**config.mk**
```make
export PLATFORM = sky130hd
export DESIGN_NAME = earliest_free_worker_scheduler
export DESIGN_NICKNAME = d
export VERILOG_FILES = /design/src/sv/efws_pkg.sv /design/src/sv/efws_cmp.sv /design/src/sv/efws_mem.sv /design/src/sv/earliest_free_worker_scheduler.sv
export SDC_FILE = /design/constraint.sdc
export NUM_CORES = 2
export LEC_CHECK = 0
export BUFFER_PORTS_ARGS = -buffer_cell sky130_fd_sc_hd__buf_2
export CAP_MARGIN = 30
export CORE_MARGIN = 1
export CORE_UTILIZATION = 55
export DETAILED_ROUTE_END_ITERATION = 16
export HOLD_SLACK_MARGIN = 0.1
export PLACE_DENSITY = 0.71
export SYNTH_ARGS = -nofsm -noshare
export SYNTH_HDL_FRONTEND = slang
export SYNTH_SLANG_ARGS = --single-unit
export TNS_END_PERCENT = 5
```
**constraint.sdc**
```tcl
create_clock -name clk -period 8.9 [get_ports clk]
set_clock_uncertainty 0.15 [all_clocks]
set_input_delay 0.89 -clock clk [delete_from_list [all_inputs] [get_ports clk]]
set_output_delay 0.89 -clock clk [all_outputs]
set_load 0.01 [all_outputs]
```
**src/sv/efws_pkg.sv**
```systemverilog
// Shared constants and types for the earliest-free worker scheduler.
// No dependencies; imported by efws_mem and the top level.
`default_nettype none

package efws_pkg;

  localparam int MAX_WORKERS_DEF = 64;  // default heap depth
  localparam int TIME_BITS_DEF   = 48;  // default width of a free time
  localparam int DUR_W           = 32;  // job duration port width
  localparam int ID_OUT_W        = 6;   // worker_id port width
  localparam int START_W         = 48;  // start_tick port width
  localparam int CNT_W           = 7;   // worker_count register width

  typedef enum logic [2:0] {
    S_IDLE,   // waiting for a job
    S_ROOT,   // root read back, add duration, issue child reads
    S_PICK,   // pick smaller child
    S_MOVE    // compare child against the sifted entry
  } state_t;

  // heap memory control from the sequencer
  typedef struct packed {
    logic clear;  // invalidate all slots (back to reset contents)
    logic wr_en;  // write one slot
  } mem_ctl_t;

endpackage

`default_nettype wire

```
**src/sv/efws_cmp.sv**
```systemverilog
// Shared (time, id) compare unit of the scheduler heap.
// Depends on nothing but its parameters.
`default_nettype none

module efws_cmp #(
  parameter int TW = 48,
  parameter int IW = 6
) (
  input  wire logic [TW-1:0] a_time,
  input  wire logic [IW-1:0] a_id,
  input  wire logic [TW-1:0] b_time,
  input  wire logic [IW-1:0] b_id,
  output logic               a_less
);

  // strict (time, id) order; ids are unique so it is total
  assign a_less = (a_time < b_time) || ((a_time == b_time) && (a_id < b_id));

endmodule

`default_nettype wire

```
**src/sv/efws_mem.sv**
```systemverilog
// Heap slot memory: one write port, two registered read ports, per-slot valid bits.
// An invalid slot reads as its reset contents: time 0, id equal to the slot index.
// Uses efws_pkg for the control struct.
`default_nettype none

module efws_mem #(
  parameter int DEPTH = 64,
  parameter int AW    = 6,
  parameter int TW    = 48
) (
  input  wire logic                clk,
  input  wire logic                rst,
  input  wire efws_pkg::mem_ctl_t  ctl,
  input  wire logic [AW-1:0]       wr_addr,
  input  wire logic [TW-1:0]       wr_time,
  input  wire logic [AW-1:0]       wr_id,
  input  wire logic [AW-1:0]       rd_addr_a,
  input  wire logic [AW-1:0]       rd_addr_b,
  output logic      [TW-1:0]       rd_time_a,
  output logic      [AW-1:0]       rd_id_a,
  output logic      [TW-1:0]       rd_time_b,
  output logic      [AW-1:0]       rd_id_b
);
  import efws_pkg::*;

  logic [TW+AW-1:0] mem [DEPTH];
  logic [DEPTH-1:0] valid;

  logic [TW+AW-1:0] q_a;
  logic [TW+AW-1:0] q_b;
  logic             q_valid_a;
  logic             q_valid_b;
  logic [AW-1:0]    q_addr_a;
  logic [AW-1:0]    q_addr_b;

  always_ff @(posedge clk) begin
    if (ctl.wr_en) begin
      mem[wr_addr] <= {wr_time, wr_id};
    end
    q_a      <= mem[rd_addr_a];
    q_b      <= mem[rd_addr_b];
    q_addr_a <= rd_addr_a;
    q_addr_b <= rd_addr_b;
  end

  always_ff @(posedge clk) begin
    if (rst || ctl.clear) begin
      valid     <= '0;
      q_valid_a <= 1'b0;
      q_valid_b <= 1'b0;
    end else begin
      if (ctl.wr_en) begin
        valid[wr_addr] <= 1'b1;
      end
      q_valid_a <= valid[rd_addr_a];
      q_valid_b <= valid[rd_addr_b];
    end
  end

  always_comb begin
    if (q_valid_a) begin
      {rd_time_a, rd_id_a} = q_a;
    end else begin
      rd_time_a = '0;
      rd_id_a   = q_addr_a;
    end
    if (q_valid_b) begin
      {rd_time_b, rd_id_b} = q_b;
    end else begin
      rd_time_b = '0;
      rd_id_b   = q_addr_b;
    end
  end

endmodule

`default_nettype wire

```
**src/sv/earliest_free_worker_scheduler.sv**
```systemverilog
// Earliest-free worker scheduler: top level with the sift sequencer.
// Depends on efws_pkg, efws_mem (heap slots) and efws_cmp (shared compare unit).
//
//  channel   ports                                     handshake
//  -------   ----------------------------------------  ------------------------------
//  job in    duration                                  start && !busy accepts
//  result    worker_id, start_tick, time_saturated     done high for one cycle
//  config    cfg_wdata (worker_count)                  cfg_we, written at once
//
// A job is taken in an idle cycle; the next cycle reads the root, adds the duration and
// registers the result, and done is high the cycle after that. The sift then descends one
// level per child pick followed by a compare with the sifted entry (one compare unit), and
// retires at a slot with no children or where the sifted entry is not larger than the
// smaller child. 64 slots make 7 levels; a new job is not taken while busy. Reset or a
// worker_count write returns every slot to its reset contents; the receiver cannot stall.
`default_nettype none

module earliest_free_worker_scheduler #(
  parameter int MAX_WORKERS = efws_pkg::MAX_WORKERS_DEF,
  parameter int TIME_BITS   = efws_pkg::TIME_BITS_DEF
) (
  input  wire logic                          clk,
  input  wire logic                          rst,
  input  wire logic                          start,
  output logic                               busy,
  input  wire logic [efws_pkg::DUR_W-1:0]    duration,
  output logic                               done,
  output logic      [efws_pkg::ID_OUT_W-1:0] worker_id,
  output logic      [efws_pkg::START_W-1:0]  start_tick,
  output logic                               time_saturated,
  input  wire logic                          cfg_we,
  input  wire logic [efws_pkg::CNT_W-1:0]    cfg_wdata
);
  import efws_pkg::*;

  localparam int AW = (MAX_WORKERS > 1) ? $clog2(MAX_WORKERS) : 1;  // slot index
  localparam int CW = $clog2(MAX_WORKERS + 1);                      // heap size
  localparam int XW = AW + 2;                                       // child index
  localparam int TW = TIME_BITS;

  state_t state, state_next;

  // sequencer registers
  logic [CW-1:0]   heap_size;
  logic [CW-1:0]   cnt_clamped;
  logic [DUR_W-1:0] dur;
  logic [AW-1:0]   pos, pos_next;
  logic [TW-1:0]   x_time;      // entry being sifted down
  logic [AW-1:0]   x_id;
  logic [TW-1:0]   best_time;   // smaller child
  logic [AW-1:0]   best_id;
  logic [AW-1:0]   best_idx;

  // memory side
  mem_ctl_t        mctl;
  logic [AW-1:0]   wr_addr;
  logic [TW-1:0]   wr_time;
  logic [AW-1:0]   wr_id;
  logic            wr_sel_best;
  logic [AW-1:0]   rd_addr_a, rd_addr_b;
  logic [TW-1:0]   rd_time_a, rd_time_b;
  logic [AW-1:0]   rd_id_a, rd_id_b;

  // compare unit operands
  logic [TW-1:0]   ca_time, cb_time;
  logic [AW-1:0]   ca_id, cb_id;
  logic            a_less;

  // children of the current position and of the chosen child
  logic [XW-1:0]   pos_left, pos_right, best_left, best_right;
  logic            left_ok, right_ok;

  // root update
  logic [TW:0]     sum;
  logic            sat;
  logic [TW-1:0]   new_time;

  efws_mem #(
    .DEPTH (MAX_WORKERS),
    .AW    (AW),
    .TW    (TW)
  ) u_mem (
    .clk       (clk),
    .rst       (rst),
    .ctl       (mctl),
    .wr_addr   (wr_addr),
    .wr_time   (wr_time),
    .wr_id     (wr_id),
    .rd_addr_a (rd_addr_a),
    .rd_addr_b (rd_addr_b),
    .rd_time_a (rd_time_a),
    .rd_id_a   (rd_id_a),
    .rd_time_b (rd_time_b),
    .rd_id_b   (rd_id_b)
  );

  efws_cmp #(
    .TW (TW),
    .IW (AW)
  ) u_cmp (
    .a_time (ca_time),
    .a_id   (ca_id),
    .b_time (cb_time),
    .b_id   (cb_id),
    .a_less (a_less)
  );

  // worker_count write: zero reads as one, large values clip to the build size
  always_comb begin
    if (cfg_wdata == '0) begin
      cnt_clamped = CW'(1);
    end else if (32'(cfg_wdata) > MAX_WORKERS) begin
      cnt_clamped = CW'(MAX_WORKERS);
    end else begin
      cnt_clamped = CW'(cfg_wdata);
    end
  end

  assign pos_left   = {1'b0, pos, 1'b1};
  assign pos_right  = pos_left + XW'(1);
  assign best_left  = {1'b0, best_idx, 1'b1};
  assign best_right = best_left + XW'(1);
  assign left_ok    = pos_left  < XW'(heap_size);
  assign right_ok   = pos_right < XW'(heap_size);

  // saturating add of the job onto the root's free time
  assign sum      = {1'b0, rd_time_a} + (TW+1)'(dur);
  assign sat      = sum[TW];
  assign new_time = sat ? '1 : sum[TW-1:0];

  assign wr_addr = pos;
  assign wr_time = wr_sel_best ? best_time : x_time;
  assign wr_id   = wr_sel_best ? best_id   : x_id;
  assign busy    = (state != S_IDLE);

  always_ff @(posedge clk) begin
    if (rst) begin
      state <= S_IDLE;
    end else begin
      state <= state_next;
    end
  end

  // next state, memory addresses, compare operands
  always_comb begin
    state_next  = state;
    pos_next    = pos;
    mctl.clear  = cfg_we;
    mctl.wr_en  = 1'b0;
    wr_sel_best = 1'b0;
    rd_addr_a   = '0;
    rd_addr_b   = '0;
    ca_time     = rd_time_b;
    ca_id       = rd_id_b;
    cb_time     = rd_time_a;
    cb_id       = rd_id_a;
    case (state)
      S_IDLE: begin
        // root read is always in flight while idle
        pos_next = '0;
        if (start) begin
          state_next = S_ROOT;
        end
      end
      S_ROOT: begin
        rd_addr_a  = pos_left[AW-1:0];
        rd_addr_b  = pos_right[AW-1:0];
        state_next = S_PICK;
      end
      S_PICK: begin
        // compare right child against left child
        if (!left_ok) begin
          mctl.wr_en = 1'b1;
          state_next = S_IDLE;
        end else begin
          state_next = S_MOVE;
        end
      end
      S_MOVE: begin
        // compare chosen child against the sifted entry
        ca_time = best_time;
        ca_id   = best_id;
        cb_time = x_time;
        cb_id   = x_id;
        mctl.wr_en = 1'b1;
        if (a_less) begin
          wr_sel_best = 1'b1;
          pos_next    = best_idx;
          rd_addr_a   = best_left[AW-1:0];
          rd_addr_b   = best_right[AW-1:0];
          state_next  = S_PICK;
        end else begin
          state_next  = S_IDLE;
        end
      end
      default: begin
        state_next = S_IDLE;
      end
    endcase
  end

  // control registers
  always_ff @(posedge clk) begin
    if (rst) begin
      heap_size <= CW'(1);
      done      <= 1'b0;
      pos       <= '0;
    end else begin
      if (cfg_we) begin
        heap_size <= cnt_clamped;
      end
      done <= (state == S_ROOT);
      pos  <= pos_next;
    end
  end

  // datapath registers
  always_ff @(posedge clk) begin
    if ((state == S_IDLE) && start) begin
      dur <= duration;
    end
    if (state == S_ROOT) begin
      x_time         <= new_time;
      x_id           <= rd_id_a;
      worker_id      <= ID_OUT_W'(rd_id_a);
      start_tick     <= START_W'(rd_time_a);
      time_saturated <= sat;
    end
    if (state == S_PICK) begin
      if (right_ok && a_less) begin
        best_time <= rd_time_b;
        best_id   <= rd_id_b;
        best_idx  <= pos_right[AW-1:0];
      end else begin
        best_time <= rd_time_a;
        best_id   <= rd_id_a;
        best_idx  <= pos_left[AW-1:0];
      end
    end
  end

endmodule

`default_nettype wire
```
==> impl.org <==
** Timing
- Setup violators final :: 0
- Timing would allow up to 0.126 GHz.
- Setup slack closes at 0.941 ns.
- Period Utilization, post-route :: 0.894
- Unrepaired setup endpoints after global routing :: false
- The count of endpoints failing hold in the final timing report is 0.
- Final min period :: 7.96 ns
- Total Negative Setup Slacks :: 0 ns
- At the pin with the least slew margin, the transition time is 1.37 ns.
- Max-slew violation count :: 0
- Max-slew headroom :: 0.0889

** Die
- The die is 538 µm tall.
- Die Outline Area :: 0.289 mm²
- Core Region :: 0.285 mm²
- In this run the count of I/O pins placed on the die edge is 100.
- DIE WIDTH :: 538 µm
- Starting Density :: 0.553
- Num rows :: 196

** Setup path
- STA puts the critical path data arrival time at 8.61 ns.
- Data required, critical path :: 9.55 ns
- For the worst flop-to-flop path, the logic depth is 17.
- In this run the worst path has a maximum fanout of 58.
- Critical Path Sink Type :: register
- Slowest cell on the critical path :: sky130_fd_sc_hd__dfxtp_1
- Walking the worst path, the cells encountered are and2_4 > o21ai_0 > ha_1 > nand4_1 > or4_1 > a21oi_1 > a2111oi_1 > buf_4 > or2_0 > a31oi_4 > buf_4 > o21ai_1 > nand2_4 > buf_12 > o21ai_0 > a211o_1 > o41ai_1.
- The critical path is of the reg -> reg type.
- For this run, the slowest stage of the critical path takes 0.81 ns.
- Endpoint of the most critical register-to-register path :: u_mem.q_a[24]
- Startpoint Class :: register
- Worst-case register-to-register setup slack :: 0.94 ns
- Startpoint of the most critical register-to-register path :: state[0]

** Clock network
- Gates resized during post-CTS repair numbered 0.
- Clock-pin slew was measured on the worst setup and hold paths at 0.06 ns.
- No sink is reached through more buffers than the 4 on the longest clock path.
- Clock sink total :: 3,852
- The later pin in the worst-skew pair is clocked with a latency of 0.97 ns.
- CTS HTree Levels :: 5
- Cts bufs inserted :: 383
- Buffers inserted to repair hold after CTS numbered 28.
- The tree is rooted in a sky130_fd_sc_hd__clkbuf_16.
- CTS tree :: yes
- The number of setup buffers added after CTS is 0.

** Hold path
- Worst hold path type :: in -> reg
- Counting instances, the worst hold path has a depth of 1.
- The worst hold path begins at duration[20].
- The worst hold path terminates at dur[20].

** Synth
- Post-synthesis async set-or-reset flop share :: 0
- The synthesized design spends more area on one cell type than any other, namely sky130_fd_sc_hd__edfxtp_1.
- Among all cell types in the netlist, the one instantiated most often is sky130_fd_sc_hd__edfxtp_1.
- Flops & latches, synth :: 3,852
- Synthesis produced a netlist with a net count of 10,700.
- The synthesized netlist contains 73 unique library cells.
- Warning count from the yosys run :: 0
- Register area share after synthesis :: 0.720
- Of the post-synthesis cell area, the dominant cell type holds 0.695.
- By area the synthesized netlist is led by sky130_fd_sc_hd__edfxtp_1, sky130_fd_sc_hd__mux2i_1, sky130_fd_sc_hd__nand2_1.
- Average footprint of a synthesized cell :: 14.9 µm²
- By count the netlist is led by sky130_fd_sc_hd__edfxtp_1, sky130_fd_sc_hd__nand2_1, sky130_fd_sc_hd__mux2i_1, sky130_fd_sc_hd__nor2_1, sky130_fd_sc_hd__clkbuf_1.
- The mapped netlist covers 0.158 mm².
- The most used flip-flop cell after synthesis is sky130_fd_sc_hd__edfxtp_1.
- Cell count after synthesis :: 10,600
- The synthesized design contains 3,651 enable-type register cells.

** Global routing
- Entering global routing, the biggest net connects 185 pins.
- The first global-routing pass estimated 708,000 µm of wire.
- Number of antenna violations at the first check in global routing :: 25
- Sum of overflow across all layers after global routing :: 0
- Combined global-route utilization of all metal layers :: 0.348
- The via count of the first global-routing pass was 94,900.

** Route
- The routed layout has 101,000 vias.
- The first routing iteration left 17,300 violations.
- Routed met1 length :: 185,000 µm
- For this block, the routed nets add up to 509,000 µm of wire.
- Via density :: 6.77
- The first TritonRoute pass finished after 6 iterations.
- Remaining DRCs :: 0
- Routed met3 length :: 76,800 µm
- Dividing the detail-routed wire length by the instance count gives 34.2 µm.
- In the detailed route, the total length drawn on met2 is 219,000 µm.
- Routed Antenna Nets :: 0
- Routed signal wires occupy layers up through met5.

** Placement
- Port buffering added 99 buffers.
- The congestion estimate from routability-driven global placement came to 0.929.
- After legalization and detailed placement, the total HPWL measured 284,000 µm.
- At the placement stage, the worst setup path has a slack of 1.01 ns.
- Area post-placement :: 0.165 mm²

** Power and ir drop
- Summed over all cells, the static leakage comes to 57.8 nW.
- For this design the ratio of total power to cell area is 256 mW/mm².
- The design draws 45.5 mW.
- Worst-case vdd ir drop :: 0.407 mV

** Run status
- The flow ran to the end, and the final reports show no timing, DRC or antenna violations.

** Finish
- In the final layout, the share of cells above drive strength 1 is 0.123.
- Total Nets Final :: 10,900
- Layout-stage area growth over the synthesis result :: 12.5%
- After routing the design area is 0.178 mm².

** Run
- Max-cap violations in this run came to 0.
==> per-layer routing <==
layer	GRT usage	vias to the layer above
met5	0	-
met4	0.165	16
met3	0.0973	1373
met2	0.505	7877
met1	0.487	50300
li1	-	41100
==> cells by family after synthesis <==
logic type / synth area share
mux: 0.102
xor+xnor: 0.00244
flops: 0.720
fa+ha+maj: 0.00797
simple gates: 0.0643
buf+inv: 0.0218
compound gates: 0.0815
==> where the power goes <==
| group | switching, mW | internal (mW) | total [mW] |
|---|---|---|---|
| logic | 5.44 | 2.11 | 7.55 |
| registers | 0.429 | 21.2 | 21.7 |
| clock network | 6.91 | 9.32 | 16.2 |
| total | 12.8 | 32.7 | 45.5 |
==> worst max-delay path by stage <==
stage,cells past startpoint,startpoint,endpoint,slack (ns)
global placement,15,state[0],u_mem.q_a[20],1.18
global route,18,state[0],u_mem.q_b[40],0.79
detailed placement,15,state[0],u_mem.q_a[35],1.01
floorplan,11,pos[0],u_mem.mem[47][0],3.07
CTS,15,state[0],u_mem.q_a[35],1.01
finish,17,state[0],u_mem.q_a[24],0.94
==> placed cells by master (no fill, tap or decap), drive strengths merged, types with 59 or more instances in the layout <==
| master | n |
|---|---|
| o21ai | 406 |
| mux2i | 1106 |
| a211oi | 230 |
| clkinv | 144 |
| dfxtp | 201 |
| o21a | 77 |
| a32oi | 108 |
| a31oi | 386 |
| a22o | 109 |
| nor2 | 475 |
| o211ai | 112 |
| o22ai | 59 |
| inv | 125 |
| buf | 465 |
| edfxtp | 3651 |
| mux4 | 220 |
| nand2 | 1777 |
| ha | 99 |
| and3 | 120 |
| clkbuf | 512 |
| a21oi | 184 |
==> flip-flops by register name (all words and copies together) (netlist names), 2 cells and up <==
register / flops
heap_size: 7
u_mem.valid: 64
u_mem.q_addr_b: 5
best_time: 48
x_id: 6
state: 2
u_mem.q_b: 54
x_time: 48
start_tick: 48
dur: 32
best_id: 6
u_mem.q_addr_a: 6
best_idx: 6
u_mem.mem: 3456
pos: 6
u_mem.q_a: 54
==> through the flow <==
step / hold WS [ns] / std cells / utilization
detailed placement: 0.302 / 14100 / 0.577
global route: 0.104 / 14900 / 0.622
CTS: 0.101 / 14800 / 0.622
floorplan: 0.285 / 10600 / -
finish: 0.126 / 14900 / 0.622
global placement: 0.294 / 14100 / 0.575
==> area by class of cell <==
type / count / area [µm²]
well taps: 3762 / 4710
flip-flops and latches: 3852 / 114000
clock inverters: 198 / 2050
multi-input cells: 5914 / 41500
fillers: 20300 / 108000
inverters: 116 / 458
diodes: 9 / 22.5
clock buffers: 512 / 10400
repair buffers: 494 / 4690
==> worst max-delay path, delay by kind of cell, from the launching register on <==
family	cells	cell delay (ns)
AO/OA/AOI/OAI	8	2.39
buffers and inverters	3	1.11
adder cells (fa/ha/maj)	1	0.42
AND/OR/NAND/NOR	5	2.82
flip-flops	1	0.81
Power figures use the tool's default switching activity.
